`src/rtl/slkb_pkg.sv`:
```
// ----------------------------------------------------------------------------
// slkb_pkg
// shared types, constants and helpers of the sp hamiltonian block generator
// ----------------------------------------------------------------------------
package slkb_pkg;

    localparam int ATOM_COUNT  = 64;
    localparam int ENTRY_COUNT = 16;
    localparam int PAIR_STRIDE = 16 * ATOM_COUNT;
    localparam int ROW_STRIDE  = 4 * ATOM_COUNT;

    localparam int ATOM_W  = 6;
    localparam int COS_W   = 16;
    localparam int SQ_W    = 15;
    localparam int NRG_W   = 20;
    localparam int ADDR_W  = 16;
    localparam int IDX_W   = 4;

    localparam logic signed [NRG_W-1:0] VAL_MAX = 20'sh7FFFF;
    localparam logic signed [NRG_W-1:0] VAL_MIN = 20'sh80000;

    // configuration register indexes
    localparam logic REG_ONSITE_S = 1'b0;
    localparam logic REG_ONSITE_P = 1'b1;

    localparam logic [IDX_W-1:0] LAST_IDX = 4'd15;

    typedef struct packed {
        logic        [ATOM_W-1:0] atom_row;
        logic        [ATOM_W-1:0] atom_col;
        logic signed [COS_W-1:0]  cos_x;
        logic signed [COS_W-1:0]  cos_y;
        logic signed [COS_W-1:0]  cos_z;
        logic        [SQ_W-1:0]   cos_x_sq;
        logic        [SQ_W-1:0]   cos_y_sq;
        logic        [SQ_W-1:0]   cos_z_sq;
        logic signed [NRG_W-1:0]  ss_sigma;
        logic signed [NRG_W-1:0]  sp_sigma;
        logic signed [NRG_W-1:0]  pp_sigma;
        logic signed [NRG_W-1:0]  pp_pi;
    } item_t;

    // one matrix entry to compute, issued by the sequencer
    typedef struct packed {
        logic             valid;
        logic [IDX_W-1:0] idx;
        item_t            item;
    } token_t;

    // direction cosine of orbital px, py, pz (1..3)
    function automatic logic signed [COS_W-1:0] pick_cos(item_t it, logic [1:0] sel);
        logic signed [COS_W-1:0] res;
        unique case (sel)
            2'd1:    res = it.cos_x;
            2'd2:    res = it.cos_y;
            2'd3:    res = it.cos_z;
            default: res = '0;
        endcase
        return res;
    endfunction

    function automatic logic [SQ_W-1:0] pick_sq(item_t it, logic [1:0] sel);
        logic [SQ_W-1:0] res;
        unique case (sel)
            2'd1:    res = it.cos_x_sq;
            2'd2:    res = it.cos_y_sq;
            2'd3:    res = it.cos_z_sq;
            default: res = '0;
        endcase
        return res;
    endfunction

endpackage

```
`src/rtl/slkb_item_if.sv`:
```
// ----------------------------------------------------------------------------
// slkb_item_if
// atom pair channel: valid/ready with the pair geometry and bond integrals
// ----------------------------------------------------------------------------
interface slkb_item_if import slkb_pkg::*; ();
    logic                    valid;
    logic                    ready;
    logic        [ATOM_W-1:0] atom_row;
    logic        [ATOM_W-1:0] atom_col;
    logic signed [COS_W-1:0]  cos_x;
    logic signed [COS_W-1:0]  cos_y;
    logic signed [COS_W-1:0]  cos_z;
    logic        [SQ_W-1:0]   cos_x_sq;
    logic        [SQ_W-1:0]   cos_y_sq;
    logic        [SQ_W-1:0]   cos_z_sq;
    logic signed [NRG_W-1:0]  ss_sigma;
    logic signed [NRG_W-1:0]  sp_sigma;
    logic signed [NRG_W-1:0]  pp_sigma;
    logic signed [NRG_W-1:0]  pp_pi;

    modport source (
        output valid, atom_row, atom_col, cos_x, cos_y, cos_z,
               cos_x_sq, cos_y_sq, cos_z_sq, ss_sigma, sp_sigma, pp_sigma, pp_pi,
        input  ready
    );

    modport sink (
        input  valid, atom_row, atom_col, cos_x, cos_y, cos_z,
               cos_x_sq, cos_y_sq, cos_z_sq, ss_sigma, sp_sigma, pp_sigma, pp_pi,
        output ready
    );
endinterface

// ----------------------------------------------------------------------------
// slkb_entry_if
// matrix entry channel: valid/ready with address, value and last flag
// ----------------------------------------------------------------------------
interface slkb_entry_if import slkb_pkg::*; ();
    logic                     valid;
    logic                     ready;
    logic        [ADDR_W-1:0] matrix_address;
    logic signed [NRG_W-1:0]  element_value;
    logic                     last_entry;

    modport source (
        output valid, matrix_address, element_value, last_entry,
        input  ready
    );

    modport sink (
        input  valid, matrix_address, element_value, last_entry,
        output ready
    );
endinterface

```
`src/rtl/slkb_issue.sv`:
```
// ----------------------------------------------------------------------------
// slkb_issue
// holds one atom pair and issues its sixteen entries, one per free cycle
// ----------------------------------------------------------------------------
module slkb_issue import slkb_pkg::*;
(
    input  logic         clk,
    input  logic         rst_n,
    slkb_item_if.sink    item,
    input  logic         adv,
    output token_t       tok
);

    logic             busy_reg, busy_next;
    logic [IDX_W-1:0] idx_reg, idx_next;
    item_t            item_reg;
    logic             take;
    logic             accept;
    logic             is_last;

    assign is_last    = (idx_reg == LAST_IDX);
    assign take       = busy_reg && adv;
    assign item.ready = !busy_reg || (take && is_last);
    assign accept     = item.valid && item.ready;

    always_comb
    begin
        busy_next = busy_reg;
        idx_next  = idx_reg;
        if (accept)
        begin
            busy_next = 1'b1;
            idx_next  = '0;
        end
        else if (take)
        begin
            idx_next = idx_reg + 1'b1;
            if (is_last)
                busy_next = 1'b0;
        end
    end

    always_ff @(posedge clk or negedge rst_n)
    begin
        if (!rst_n)
        begin
            busy_reg <= 1'b0;
            idx_reg  <= '0;
        end
        else
        begin
            busy_reg <= busy_next;
            idx_reg  <= idx_next;
        end
    end

    // pair payload, no reset
    always_ff @(posedge clk)
    begin
        if (accept)
        begin
            item_reg.atom_row <= item.atom_row;
            item_reg.atom_col <= item.atom_col;
            item_reg.cos_x    <= item.cos_x;
            item_reg.cos_y    <= item.cos_y;
            item_reg.cos_z    <= item.cos_z;
            item_reg.cos_x_sq <= item.cos_x_sq;
            item_reg.cos_y_sq <= item.cos_y_sq;
            item_reg.cos_z_sq <= item.cos_z_sq;
            item_reg.ss_sigma <= item.ss_sigma;
            item_reg.sp_sigma <= item.sp_sigma;
            item_reg.pp_sigma <= item.pp_sigma;
            item_reg.pp_pi    <= item.pp_pi;
        end
    end

    assign tok.valid = busy_reg;
    assign tok.idx   = idx_reg;
    assign tok.item  = item_reg;

endmodule

```
`src/rtl/slater_koster_sp_block_unit.sv`:
```
// ----------------------------------------------------------------------------
// slater_koster_sp_block_unit
// slater-koster sp hamiltonian block: sixteen 4x4 entries per atom pair
// ----------------------------------------------------------------------------
//
//  channel   dir  kind            contents
//  item      in   valid/ready     atom pair, cosines, squares, bond integrals
//  entry     out  valid/ready     matrix address, element value, last flag
//  cfg       in   write only      on-site s and p energies
//
//  one entry per cycle while the entry channel is not stalling
//  a new pair is taken during the cycle the previous pair's last entry issues
//  after the pair transaction the first entry passes the issue register, the
//  select and multiply stages, the round add and the output register
//  rst_n clears valid bits, sequencer and energies; stalls freeze all stages
//
module slater_koster_sp_block_unit import slkb_pkg::*;
(
    input  logic               clk,
    input  logic               rst_n,
    slkb_item_if.sink          item,
    slkb_entry_if.source       entry,
    input  logic               cfg_we,
    input  logic               cfg_addr,
    input  logic [NRG_W-1:0]   cfg_wdata
);

    localparam logic signed [53:0] RND14 = 54'sd8192;
    localparam logic signed [53:0] RND28 = 54'sd134217728;

    // on-site energies
    logic signed [NRG_W-1:0] es_reg;
    logic signed [NRG_W-1:0] ep_reg;

    always_ff @(posedge clk or negedge rst_n)
    begin
        if (!rst_n)
        begin
            es_reg <= '0;
            ep_reg <= '0;
        end
        else if (cfg_we)
        begin
            unique case (cfg_addr)
                REG_ONSITE_S: es_reg <= cfg_wdata;
                REG_ONSITE_P: ep_reg <= cfg_wdata;
            endcase
        end
    end

    // whole pipeline moves when the output register is free or being drained
    logic   adv;
    token_t tok;
    logic   vo_reg;

    assign adv = !vo_reg || entry.ready;

    slkb_issue u_issue (
        .clk   (clk),
        .rst_n (rst_n),
        .item  (item),
        .adv   (adv),
        .tok   (tok)
    );

    // ---------------- stage 1: operand select, cosine product, address
    logic        [1:0]        row, col;
    logic signed [COS_W-1:0]  c_row, c_col;
    logic        [SQ_W-1:0]   q_row;
    logic signed [20:0]       diff;
    logic signed [31:0]       f_next;
    logic signed [20:0]       g_next;
    logic signed [33:0]       add_next;
    logic                     sh28_next;
    logic signed [NRG_W-1:0]  oval_next;
    logic        [31:0]       addr_w;

    always_comb
    begin
        row   = tok.idx[3:2];
        col   = tok.idx[1:0];
        c_row = pick_cos(tok.item, row);
        c_col = pick_cos(tok.item, col);
        q_row = pick_sq(tok.item, row);
        diff  = 21'(tok.item.pp_sigma) - 21'(tok.item.pp_pi);

        f_next    = '0;
        g_next    = '0;
        add_next  = '0;
        sh28_next = 1'b0;
        priority if (row == 2'd0 && col == 2'd0)
        begin
            // ss entry: times one in q1.14, exact after rounding
            f_next = 32'sd16384;
            g_next = 21'(tok.item.ss_sigma);
        end
        else if (row == 2'd0)
        begin
            f_next = 32'(c_col);
            g_next = 21'(tok.item.sp_sigma);
        end
        else if (col == 2'd0)
        begin
            // p-s entry: negated product, rounded after negation
            f_next = -32'(c_row);
            g_next = 21'(tok.item.sp_sigma);
        end
        else if (row == col)
        begin
            f_next   = 32'(signed'({1'b0, q_row}));
            g_next   = diff;
            add_next = 34'(tok.item.pp_pi) <<< 14;
        end
        else
        begin
            f_next    = 32'(c_row) * 32'(c_col);
            g_next    = diff;
            sh28_next = 1'b1;
        end

        oval_next = '0;
        if (row == col)
            oval_next = (row == 2'd0) ? es_reg : ep_reg;

        addr_w = 32'(PAIR_STRIDE) * 32'(tok.item.atom_row)
               + 32'(4) * 32'(tok.item.atom_col)
               + 32'(ROW_STRIDE) * 32'(row) + 32'(col);
    end

    logic                     v1_reg;
    logic signed [31:0]       s1_f_reg;
    logic signed [20:0]       s1_g_reg;
    logic signed [33:0]       s1_add_reg;
    logic                     s1_sh28_reg;
    logic                     s1_onsite_reg;
    logic signed [NRG_W-1:0]  s1_oval_reg;
    logic        [ADDR_W-1:0] s1_addr_reg;
    logic                     s1_last_reg;

    // ---------------- stage 2: main product
    logic                     v2_reg;
    logic signed [52:0]       s2_prod_reg;
    logic signed [33:0]       s2_add_reg;
    logic                     s2_sh28_reg;
    logic                     s2_onsite_reg;
    logic signed [NRG_W-1:0]  s2_oval_reg;
    logic        [ADDR_W-1:0] s2_addr_reg;
    logic                     s2_last_reg;

    // ---------------- stage 3: add on-diagonal pi term and rounding bias
    logic                     v3_reg;
    logic signed [53:0]       s3_x_reg;
    logic                     s3_sh28_reg;
    logic                     s3_onsite_reg;
    logic signed [NRG_W-1:0]  s3_oval_reg;
    logic        [ADDR_W-1:0] s3_addr_reg;
    logic                     s3_last_reg;

    // ---------------- stage 4: shift, saturate, output register
    logic signed [53:0]       shifted;
    logic signed [NRG_W-1:0]  sat_val;
    logic signed [NRG_W-1:0]  val_next;
    logic signed [NRG_W-1:0]  vo_val_reg;
    logic        [ADDR_W-1:0] vo_addr_reg;
    logic                     vo_last_reg;

    always_comb
    begin
        shifted = s3_sh28_reg ? (s3_x_reg >>> 28) : (s3_x_reg >>> 14);
        if (shifted > 54'(VAL_MAX))
            sat_val = VAL_MAX;
        else if (shifted < 54'(VAL_MIN))
            sat_val = VAL_MIN;
        else
            sat_val = shifted[NRG_W-1:0];
        val_next = s3_onsite_reg ? s3_oval_reg : sat_val;
    end

    // valid bits
    always_ff @(posedge clk or negedge rst_n)
    begin
        if (!rst_n)
        begin
            v1_reg <= 1'b0;
            v2_reg <= 1'b0;
            v3_reg <= 1'b0;
            vo_reg <= 1'b0;
        end
        else if (adv)
        begin
            v1_reg <= tok.valid;
            v2_reg <= v1_reg;
            v3_reg <= v2_reg;
            vo_reg <= v3_reg;
        end
    end

    // stage payloads, no reset
    always_ff @(posedge clk)
    begin
        if (adv)
        begin
            s1_f_reg      <= f_next;
            s1_g_reg      <= g_next;
            s1_add_reg    <= add_next;
            s1_sh28_reg   <= sh28_next;
            s1_onsite_reg <= (tok.item.atom_row == tok.item.atom_col);
            s1_oval_reg   <= oval_next;
            s1_addr_reg   <= addr_w[ADDR_W-1:0];
            s1_last_reg   <= (tok.idx == LAST_IDX);

            s2_prod_reg   <= 53'(s1_f_reg) * 53'(s1_g_reg);
            s2_add_reg    <= s1_add_reg;
            s2_sh28_reg   <= s1_sh28_reg;
            s2_onsite_reg <= s1_onsite_reg;
            s2_oval_reg   <= s1_oval_reg;
            s2_addr_reg   <= s1_addr_reg;
            s2_last_reg   <= s1_last_reg;

            s3_x_reg      <= 54'(s2_prod_reg) + 54'(s2_add_reg)
                           + (s2_sh28_reg ? RND28 : RND14);
            s3_sh28_reg   <= s2_sh28_reg;
            s3_onsite_reg <= s2_onsite_reg;
            s3_oval_reg   <= s2_oval_reg;
            s3_addr_reg   <= s2_addr_reg;
            s3_last_reg   <= s2_last_reg;

            vo_val_reg    <= val_next;
            vo_addr_reg   <= s3_addr_reg;
            vo_last_reg   <= s3_last_reg;
        end
    end

    assign entry.valid          = vo_reg;
    assign entry.matrix_address = vo_addr_reg;
    assign entry.element_value  = vo_val_reg;
    assign entry.last_entry     = vo_last_reg;

`ifndef NO_ASSERTIONS
    // last entry of a block is always column three
    a_last_col : assert property (@(posedge clk) disable iff (!rst_n)
        (entry.valid && entry.last_entry) |-> (entry.matrix_address[1:0] == 2'b11))
        else $error("last entry not in column three");

    // a new pair only enters when the previous one has issued everything
    a_accept_gap : assert property (@(posedge clk) disable iff (!rst_n)
        (item.valid && item.ready) |-> (!tok.valid || (adv && tok.idx == LAST_IDX)))
        else $error("pair accepted while entries still pending");

    // an advancing stage hands its valid bit on
    a_adv_shift : assert property (@(posedge clk) disable iff (!rst_n)
        (adv && v2_reg) |=> v3_reg)
        else $error("valid bit lost between stages");

    // a stall freezes the pipeline
    a_stall_hold : assert property (@(posedge clk) disable iff (!rst_n)
        !adv |=> ($stable(v1_reg) && $stable(v2_reg) && $stable(v3_reg)))
        else $error("pipeline moved during stall");
`endif

endmodule

```
`src/flat_wrapper.sv`:
```
// flat-port wrapper written by rule: the top's interface ports become plain ports
module slater_koster_sp_block_unit_flat import slkb_pkg::*;
  (clk, rst_n, cfg_we, cfg_addr, cfg_wdata, item_valid, item_atom_row, item_atom_col, item_cos_x, item_cos_y, item_cos_z, item_cos_x_sq, item_cos_y_sq, item_cos_z_sq, item_ss_sigma, item_sp_sigma, item_pp_sigma, item_pp_pi, item_ready, entry_valid, entry_matrix_address, entry_element_value, entry_last_entry, entry_ready);
  slkb_item_if item_i ();
  slkb_entry_if entry_i ();
  input  logic clk;
  input  logic rst_n;
  input  logic cfg_we;
  input  logic cfg_addr;
  input  logic [NRG_W-1:0] cfg_wdata;
  input wire logic [$bits(item_i.valid)-1:0] item_valid;
  input wire logic [$bits(item_i.atom_row)-1:0] item_atom_row;
  input wire logic [$bits(item_i.atom_col)-1:0] item_atom_col;
  input wire logic [$bits(item_i.cos_x)-1:0] item_cos_x;
  input wire logic [$bits(item_i.cos_y)-1:0] item_cos_y;
  input wire logic [$bits(item_i.cos_z)-1:0] item_cos_z;
  input wire logic [$bits(item_i.cos_x_sq)-1:0] item_cos_x_sq;
  input wire logic [$bits(item_i.cos_y_sq)-1:0] item_cos_y_sq;
  input wire logic [$bits(item_i.cos_z_sq)-1:0] item_cos_z_sq;
  input wire logic [$bits(item_i.ss_sigma)-1:0] item_ss_sigma;
  input wire logic [$bits(item_i.sp_sigma)-1:0] item_sp_sigma;
  input wire logic [$bits(item_i.pp_sigma)-1:0] item_pp_sigma;
  input wire logic [$bits(item_i.pp_pi)-1:0] item_pp_pi;
  output wire logic [$bits(item_i.ready)-1:0] item_ready;
  output wire logic [$bits(entry_i.valid)-1:0] entry_valid;
  output wire logic [$bits(entry_i.matrix_address)-1:0] entry_matrix_address;
  output wire logic [$bits(entry_i.element_value)-1:0] entry_element_value;
  output wire logic [$bits(entry_i.last_entry)-1:0] entry_last_entry;
  input wire logic [$bits(entry_i.ready)-1:0] entry_ready;
  assign item_i.valid = item_valid;
  assign item_i.atom_row = item_atom_row;
  assign item_i.atom_col = item_atom_col;
  assign item_i.cos_x = item_cos_x;
  assign item_i.cos_y = item_cos_y;
  assign item_i.cos_z = item_cos_z;
  assign item_i.cos_x_sq = item_cos_x_sq;
  assign item_i.cos_y_sq = item_cos_y_sq;
  assign item_i.cos_z_sq = item_cos_z_sq;
  assign item_i.ss_sigma = item_ss_sigma;
  assign item_i.sp_sigma = item_sp_sigma;
  assign item_i.pp_sigma = item_pp_sigma;
  assign item_i.pp_pi = item_pp_pi;
  assign item_ready = item_i.ready;
  assign entry_valid = entry_i.valid;
  assign entry_matrix_address = entry_i.matrix_address;
  assign entry_element_value = entry_i.element_value;
  assign entry_last_entry = entry_i.last_entry;
  assign entry_i.ready = entry_ready;
  slater_koster_sp_block_unit u_core (.clk(clk), .rst_n(rst_n), .item(item_i), .entry(entry_i), .cfg_we(cfg_we), .cfg_addr(cfg_addr), .cfg_wdata(cfg_wdata));
endmodule
```
`config.mk`:
```
export PLATFORM = sky130hd
export DESIGN_NAME = slater_koster_sp_block_unit_flat
export DESIGN_NICKNAME = d
export VERILOG_FILES = /design/src/rtl/slkb_pkg.sv /design/src/rtl/slkb_item_if.sv /design/src/rtl/slkb_issue.sv /design/src/rtl/slater_koster_sp_block_unit.sv /design/src/flat_wrapper.sv
export SDC_FILE = /design/constraint.sdc
export NUM_CORES = 2
export LEC_CHECK = 0
export BUFFER_PORTS_ARGS = -buffer_cell sky130_fd_sc_hd__clkbuf_2
export CORE_UTILIZATION = 35
export DETAILED_ROUTE_END_ITERATION = 6
export PLACE_DENSITY = 0.63
export RECOVER_POWER = 50
export SYNTH_ARGS = -nofsm -noshare
export SYNTH_HDL_FRONTEND = slang
export SYNTH_SLANG_ARGS = --single-unit
```
`constraint.sdc`:
```
create_clock -name clk -period 14.24 [get_ports clk]
set_input_delay 2.848 -clock clk [delete_from_list [all_inputs] [get_ports clk]]
set_output_delay 2.848 -clock clk [all_outputs]
set_load 0.01 [all_outputs]
```
After elaboration in Yosys (flattened, before gate mapping):

Cells that the tools add are included.

* register bits after elaboration: 616
* latch bits: 0
* bits in writable memories: 0
* ROM bits: 0
* bits of input ports: 211
* output and inout bits: 39
* logic and storage cells: 106
* memories: 0

* $add $sub $neg: 8
* multipliers: 2
* divide/modulo/power cells: 0
* order comparisons: 2
* equal/unequal tests: 9
* shift operators: 0
* mux-type cells: 21
* bitwise logic cells: 2
* reduce and logical (&&, ||, !) cells: 17

Operator list (number)
* $mux W32: 3
* $pmux W16 S3: 2
* $mux W20: 4
* $mux W21: 3
* $add A53 B34 Y54: 1
* $add A54 B54 Y54: 1
* $mul A32 B21 Y53: 1
* $pmux W15 S3: 1
* $gt A40 B20 Y1 const B: 1
* $lt A40 B20 Y1 const B: 1
* $mux W39: 1
* $mul A16 B16 Y32: 1
* $neg A16 Y32: 1
* $mux W28: 1
* $sub A20 B20 Y21: 1
* $add A16 B10 Y16: 1
* $add A16 B2 Y16: 1
* $add A16 B8 Y16: 1
* $eq A2 B2 Y1 const B: 4
* $mux W4: 2
* $eq A6 B6 Y1: 1
* $reduce_and A2 Y1: 3
* $add A4 B1 Y4 const B: 1
* $eq A2 B1 Y1 const B: 2
* other kinds (11): 22

Longest topological paths before layout:

* depth after elaboration: 8
* mapped depth: 30
* gate-level depth less buffers: 27

Hierarchy:

A second synthesis with hierarchy kept.

* cells, all modules: 5191
* area total of the unflattened synthesis: 56078.8 sq um

By module, submodules not included
* slater_koster_sp_block_unit: times used 1, cells each 4981, area each 50251.9 sq um, sequential area each 10920.5 sq um
* slkb_issue: times used 1, cells each 210, area each 5826.8 sq um, sequential area each 5680.4 sq um

Worst setup path after synthesis:

Ideal clock, no wire load.

* kind: input -> register
* from: input entry_ready
* to: register u_core.u_issue.idx_reg[0]
* library setup time: 0.135 ns
* arrival: 15.755 ns
* data required time: 14.105 ns
* path slack: -1.650 ns
* stages: 8
* path buffers: 1
* cells stage by stage: nor2b_1 -> inv_1 -> nand2_1 -> nand2_1 -> and2_1 -> clkbuf_1 -> or3b_2 -> o21ai_0

* word-level cells in the longest chain between the ends: 6
* elaborated cells between the ends (all ways): 7
* those cells by class: 1 x mux; 6 x reduce/logical

Ends and longest elaborated chain
* start: declaration: line flat_wrapper.sv:29 `input wire logic [$bits(entry_i.ready)-1:0] entry_ready;`
* $logic_or A1 B1 Y1 (*): line slater_koster_sp_block_unit.sv:56 `assign adv = !vo_reg || entry.ready;`
* named net u_core.adv: line slater_koster_sp_block_unit.sv:52 `logic adv;`
* $logic_and A1 B1 Y1 (*): line slkb_issue.sv:22 `assign take = busy_reg && adv;`
* $logic_and A1 B1 Y1 (*): line slkb_issue.sv:23 `assign item.ready = !busy_reg || (take && is_last);`
* $logic_or A1 B1 Y1 (*): line slkb_issue.sv:23
* named net item_ready: line flat_wrapper.sv:24 `output wire logic [$bits(item_i.ready)-1:0] item_ready;`
* $logic_and A1 B1 Y1 (*): line slkb_issue.sv:24 `assign accept = item.valid && item.ready;`
* named net u_core.u_issue.accept: line slkb_issue.sv:18 `logic accept;`
* $mux W4 or $reduce_bool A2 Y1 (tied branches)
* end signal: assignment: line slkb_issue.sv:53 `idx_reg <= idx_next;`
* end: declaration: line slkb_issue.sv:15 `logic [IDX_W-1:0] idx_reg, idx_next;`

The timed path passes the listed nets; every way through them passes the cells marked *.
A chain may end at the register's enable or synchronous reset.

Final worst setup path:

* from: register u_core.u_issue.idx_reg[2]
* to: register u_core.s1_f_reg[31], data pin

* word-level cells in the longest chain between the ends: 6
* elaborated cells between the ends (all ways): 12
* those cells by class: 1 x add/sub; 1 x mul; 4 x eq/ne; 4 x mux; 2 x reduce/logical

Ends and longest elaborated chain
* $eq A2 B2 Y1 or $eq A2 B1 Y1 (tied branches): line slkb_pkg.sv:53 `unique case (sel)`
* $pmux W16 S3: line slkb_pkg.sv:53
* $mul A16 B16 Y32: line slater_koster_sp_block_unit.sv:116 `f_next = 32'(c_row) * 32'(c_col);`
* $mux W32: line slater_koster_sp_block_unit.sv:108 `else if (row == col)`
* $mux W32: line slater_koster_sp_block_unit.sv:102 `else if (col == 2'd0)`
* $mux W32: line slater_koster_sp_block_unit.sv:97 `else if (row == 2'd0)`
* end signal: assignment: line slater_koster_sp_block_unit.sv:203 `s1_f_reg <= f_next;`
* end: declaration: line slater_koster_sp_block_unit.sv:131 `logic signed [31:0] s1_f_reg;`

Parallel ways exist; a longest one is shown, timed or not.

==> summary.txt <==
Run status
  – Outcome: finished with violations
  – Failing checks: DRC, capacitance limit, slew limit

Clock tree
  – Clock root cell: clkbuf_16
  – TritonCTS clock tree: yes
  – TritonCTS Buffers: 57
  – Resize count post-CTS: 0
  – Num Clock Sinks: 561
  – Worst-skew pair later-pin latency: 0.67 ns
  – # Post-CTS Setup Buffers: 0
  – Clk pin slew, worst setup/hold paths: 0.06 ns
  – Cts hold-fix bufs: 0
  – Clock tree buffer depth: 3
  – Htree depth: 2

Synthesis
  – Post-synthesis mux area share: 1.87%
  – Asr flop ratio synth: 8.73%
  – Main synth FF type: edfxtp_1
  – Syn Area/Cell: 10.5 um2
  – Unique cell type count in the Yosys netlist: 87
  – XOR/XNOR share of the synthesized area: 2.16%
  – Post-synthesis adder-cell area fraction: 39.8%
  – Area contributors post-synth: fa_1, edfxtp_1, inv_1
  – Synth Cell Area: 0.0567 mm2
  – Post-synth EDFFs: 512
  – Post-synthesis sequential area ratio: 29.3%
  – Ys Warns: 0
  – Seq cells post-synth: 561
  – Cells after Synth: 5382
  – Synth area leader: fa_1
  – Synth top area share: 32.9%
  – Largest family of logic cells by synthesized area: adder cells
  – Complex-gate fraction of the synthesized area: 6.64%
  – Simple-gate share of the synthesized area: 11.4%
  – Syn nets: 6839

Finish
  – Register area: 0.0166 mm2
  – P&R area growth vs syn: 9.38%
  – Number of flip-flops under the largest register name: 185
  – Nets: 6969
  – Final instance area: 0.0621 mm2
  – Footprint of the multi-input gates: 0.0352 mm2
  – Fillers: 15800
  – Share of cells above drive strength 1: 8.49%

Drt
  – WL/cell: 18.9 um
  – Via-to-Cell Ratio: 4.93
  – First DRT Iteration DRCs: 2726
  – Vias post-DR: 38100
  – DRT Wirelength: 146000 um
  – Drt drc: 2
  – ANT nets after route: 0
  – Drt first pass iters: 7

Global route
  – Vias in the first global route: 40600
  – Gr ovfl total: 0
  – Pin count of the biggest net entering global routing: 181
  – GRT Overall Usage: 18.0%
  – First-pass GRT wire length: 229000 um
  – Antenna violations before repair: 2

Hold path
  – Worst hold path class: flop to flop
  – Hold Path Cell Cnt: 0

Timing
  – Final period util: 69.8%
  – Highest Clock Rate: 0.101 GHz
  – Pins Over Slew Limit: 348
  – Slew HR: -173%
  – Final setup fails: 0
  – Fin. Hold Viols: 0
  – Worst Clk Skew: 0.0582 ns
  – Final min period: 9.94 ns
  – Worst-margin pin slew: 4.10 ns
  – Fin Setup TNS: 0 ns
  – Unrepaired setup endpoints after global routing: no

Floorplanning
  – I/O Pins: 250
  – Die H: 405 um
  – Core Area: 0.161 mm2
  – Die Wd: 405 um
  – FP Rows: 147
  – DIE AREA: 0.164 mm2
  – Starting Density: 35.3%

Place
  – IO buf count: 249
  – Final Wtd Congestion: 0.900
  – DP HPWL: 111000 um
  – Cell area after placement: 0.0603 mm2

Worst setup path
  – Critical-path top delay cell: clkbuf_1
  – Crit end category: flop
  – Crit start category: flop
  – Critical Path AT: 10.30 ns
  – CP required: 14.60 ns
  – CP Class: flop to flop
  – Most used cell along the critical path: fa_1
  – Critical path fanouts, max: 54
  – R2r worst-path depth: 22
  – Cell chain of the critical path: clkbuf_1 > mux2i_1 > nand2_1 > fa_1 > inv_1 > fa_1 > fa_1 > fa_1 > fa_1 > inv_1 > fa_1 > inv_1 > ha_1 > a21o_1 > a21o_1 > a21o_1 > o21a_1 > a21oi_1 > o21ai_0 > a2111oi_0 > nor3_1 > a21o_1
  – Critical Path Max Stage Delay: 2.16 ns

Job
  – Max-cap violations: 6
==> placed cells by master (no fill, tap or decap), types with 10 or more instances in the layout <==
cell	instances
inv_1	1092
fa_1	932
nand2_1	738
edfxtp_1	512
ha_1	313
nor2_1	312
clkbuf_2	207
and2_1	179
a21oi_1	170
xnor2_1	101
o21ai_0	72
mux2_2	70
clkbuf_1	62
clkbuf_16	59
nand2b_1	50
buf_4	50
dfrtp_1	47
a211oi_1	42
a21o_1	41
xor2_1	39
nor3_1	30
a31oi_1	29
nor4_1	28
mux2i_1	26
nand3_1	24
o21bai_1	17
a22o_1	16
a22oi_1	16
nand4_1	15
and3_1	15
or2_2	14
o21a_1	13
o211ai_1	13
nor2b_1	12
a222oi_1	12
o31ai_1	11
clkinv_2	10
==> worst max-delay path, delay by kind of cell, from the launching register on <==
family                     cells  cell delay (ns)
AOI/OAI and AO/OA              8             1.91
adders and majority gates      7             3.58
buffers and inverters          4             2.34
DFF                            1             0.38
muxes                          1             1.15
and+or+nand+nor                2             0.28
==> metal layers <==
metal / wire length (um) / up-vias / GRT usage (%) / share of wire, %
li1: - / 17200 / - / -
met2: 69800 / 1321 / 30.5 / 48
met5: 13 / - / 0 / 0.0089
met1: 63000 / 19300 / 24.2 / 43
met3: 9310 / 215 / 2.58 / 6.4
met4: 3770 / 2 / 4.65 / 2.6
==> cells by family after synthesis <==
family / after synthesis
AOI/OAI and AO/OA: 553
muxes: 97
xor gates and xnor gates: 140
buffers and inverters: 1330
adders and majority gates: 1246
DFF: 561
and+or+nand+nor: 1455
==> path summary, 6_finish.rpt <==
kind | to | slack [ns] | from
worst max-delay path | u_core.s1_f_reg[31] | 4.30 | u_core.u_issue.idx_reg[2]
worst min-delay path | u_core.entry.matrix_address[4] | 0.41 | u_core.s3_addr_reg[4]
worst max register to register | u_core.s1_f_reg[31] | 4.30 | u_core.u_issue.idx_reg[2]
worst min register to register | u_core.entry.matrix_address[4] | 0.41 | u_core.s3_addr_reg[4]
max in group asynchronous | u_core.u_issue.idx_reg[2] | 8.57 | rst_n
min in group asynchronous | u_core.u_issue.busy_reg | 3.42 | rst_n
==> per-stage QoR <==
stage / std cells / hold WS [ns] / util (%) / setup slack, ns
after CTS: 7720 / 0.414 / 38.7 / 5.79
after global placement: 7613 / 0.400 / 37.5 / 5.98
final: 7721 / 0.411 / 38.6 / 4.30
after global routing: 7720 / 0.415 / 38.6 / 3.76
after floorplan: 5382 / 0.400 / - / 1.64
after detailed placement: 7613 / 0.405 / 37.5 / 5.85
==> synthesized netlist by cell type, types with 16 or more instances <==
cell and number:
o21ai_0 70, clkbuf_1 212, a21o_1 41, nand2b_1 50, xor2_1 39, a21oi_1 171, nand2_1 739, mux2i_1 26
o21bai_1 17, inv_1 1093, xnor2_1 101, nand3_1 24, dfrtp_1 49, fa_1 932, nor4_1 28, nor3_1 30
a211oi_1 42, a22o_1 16, and2_1 181, mux2_2 70, edfxtp_1 512, nor2_1 313, a22oi_1 16, buf_1 18
a31oi_1 29, ha_1 314
==> area by class of cell <==
type	count	share of cell area, %
Clock buffer	77	2.58
Tap cell	2160	4.35
Inverter	1093	6.61
Clock inverter	30	0.460
Multi-Input combinational cell	3491	56.6
Sequential cell	561	26.7
Timing Repair Buffer	308	2.61
Antenna cell	1	0.00403
Power is not shown: default switching activity piles up to over one toggle a cycle in this logic, so the estimate is an artifact.
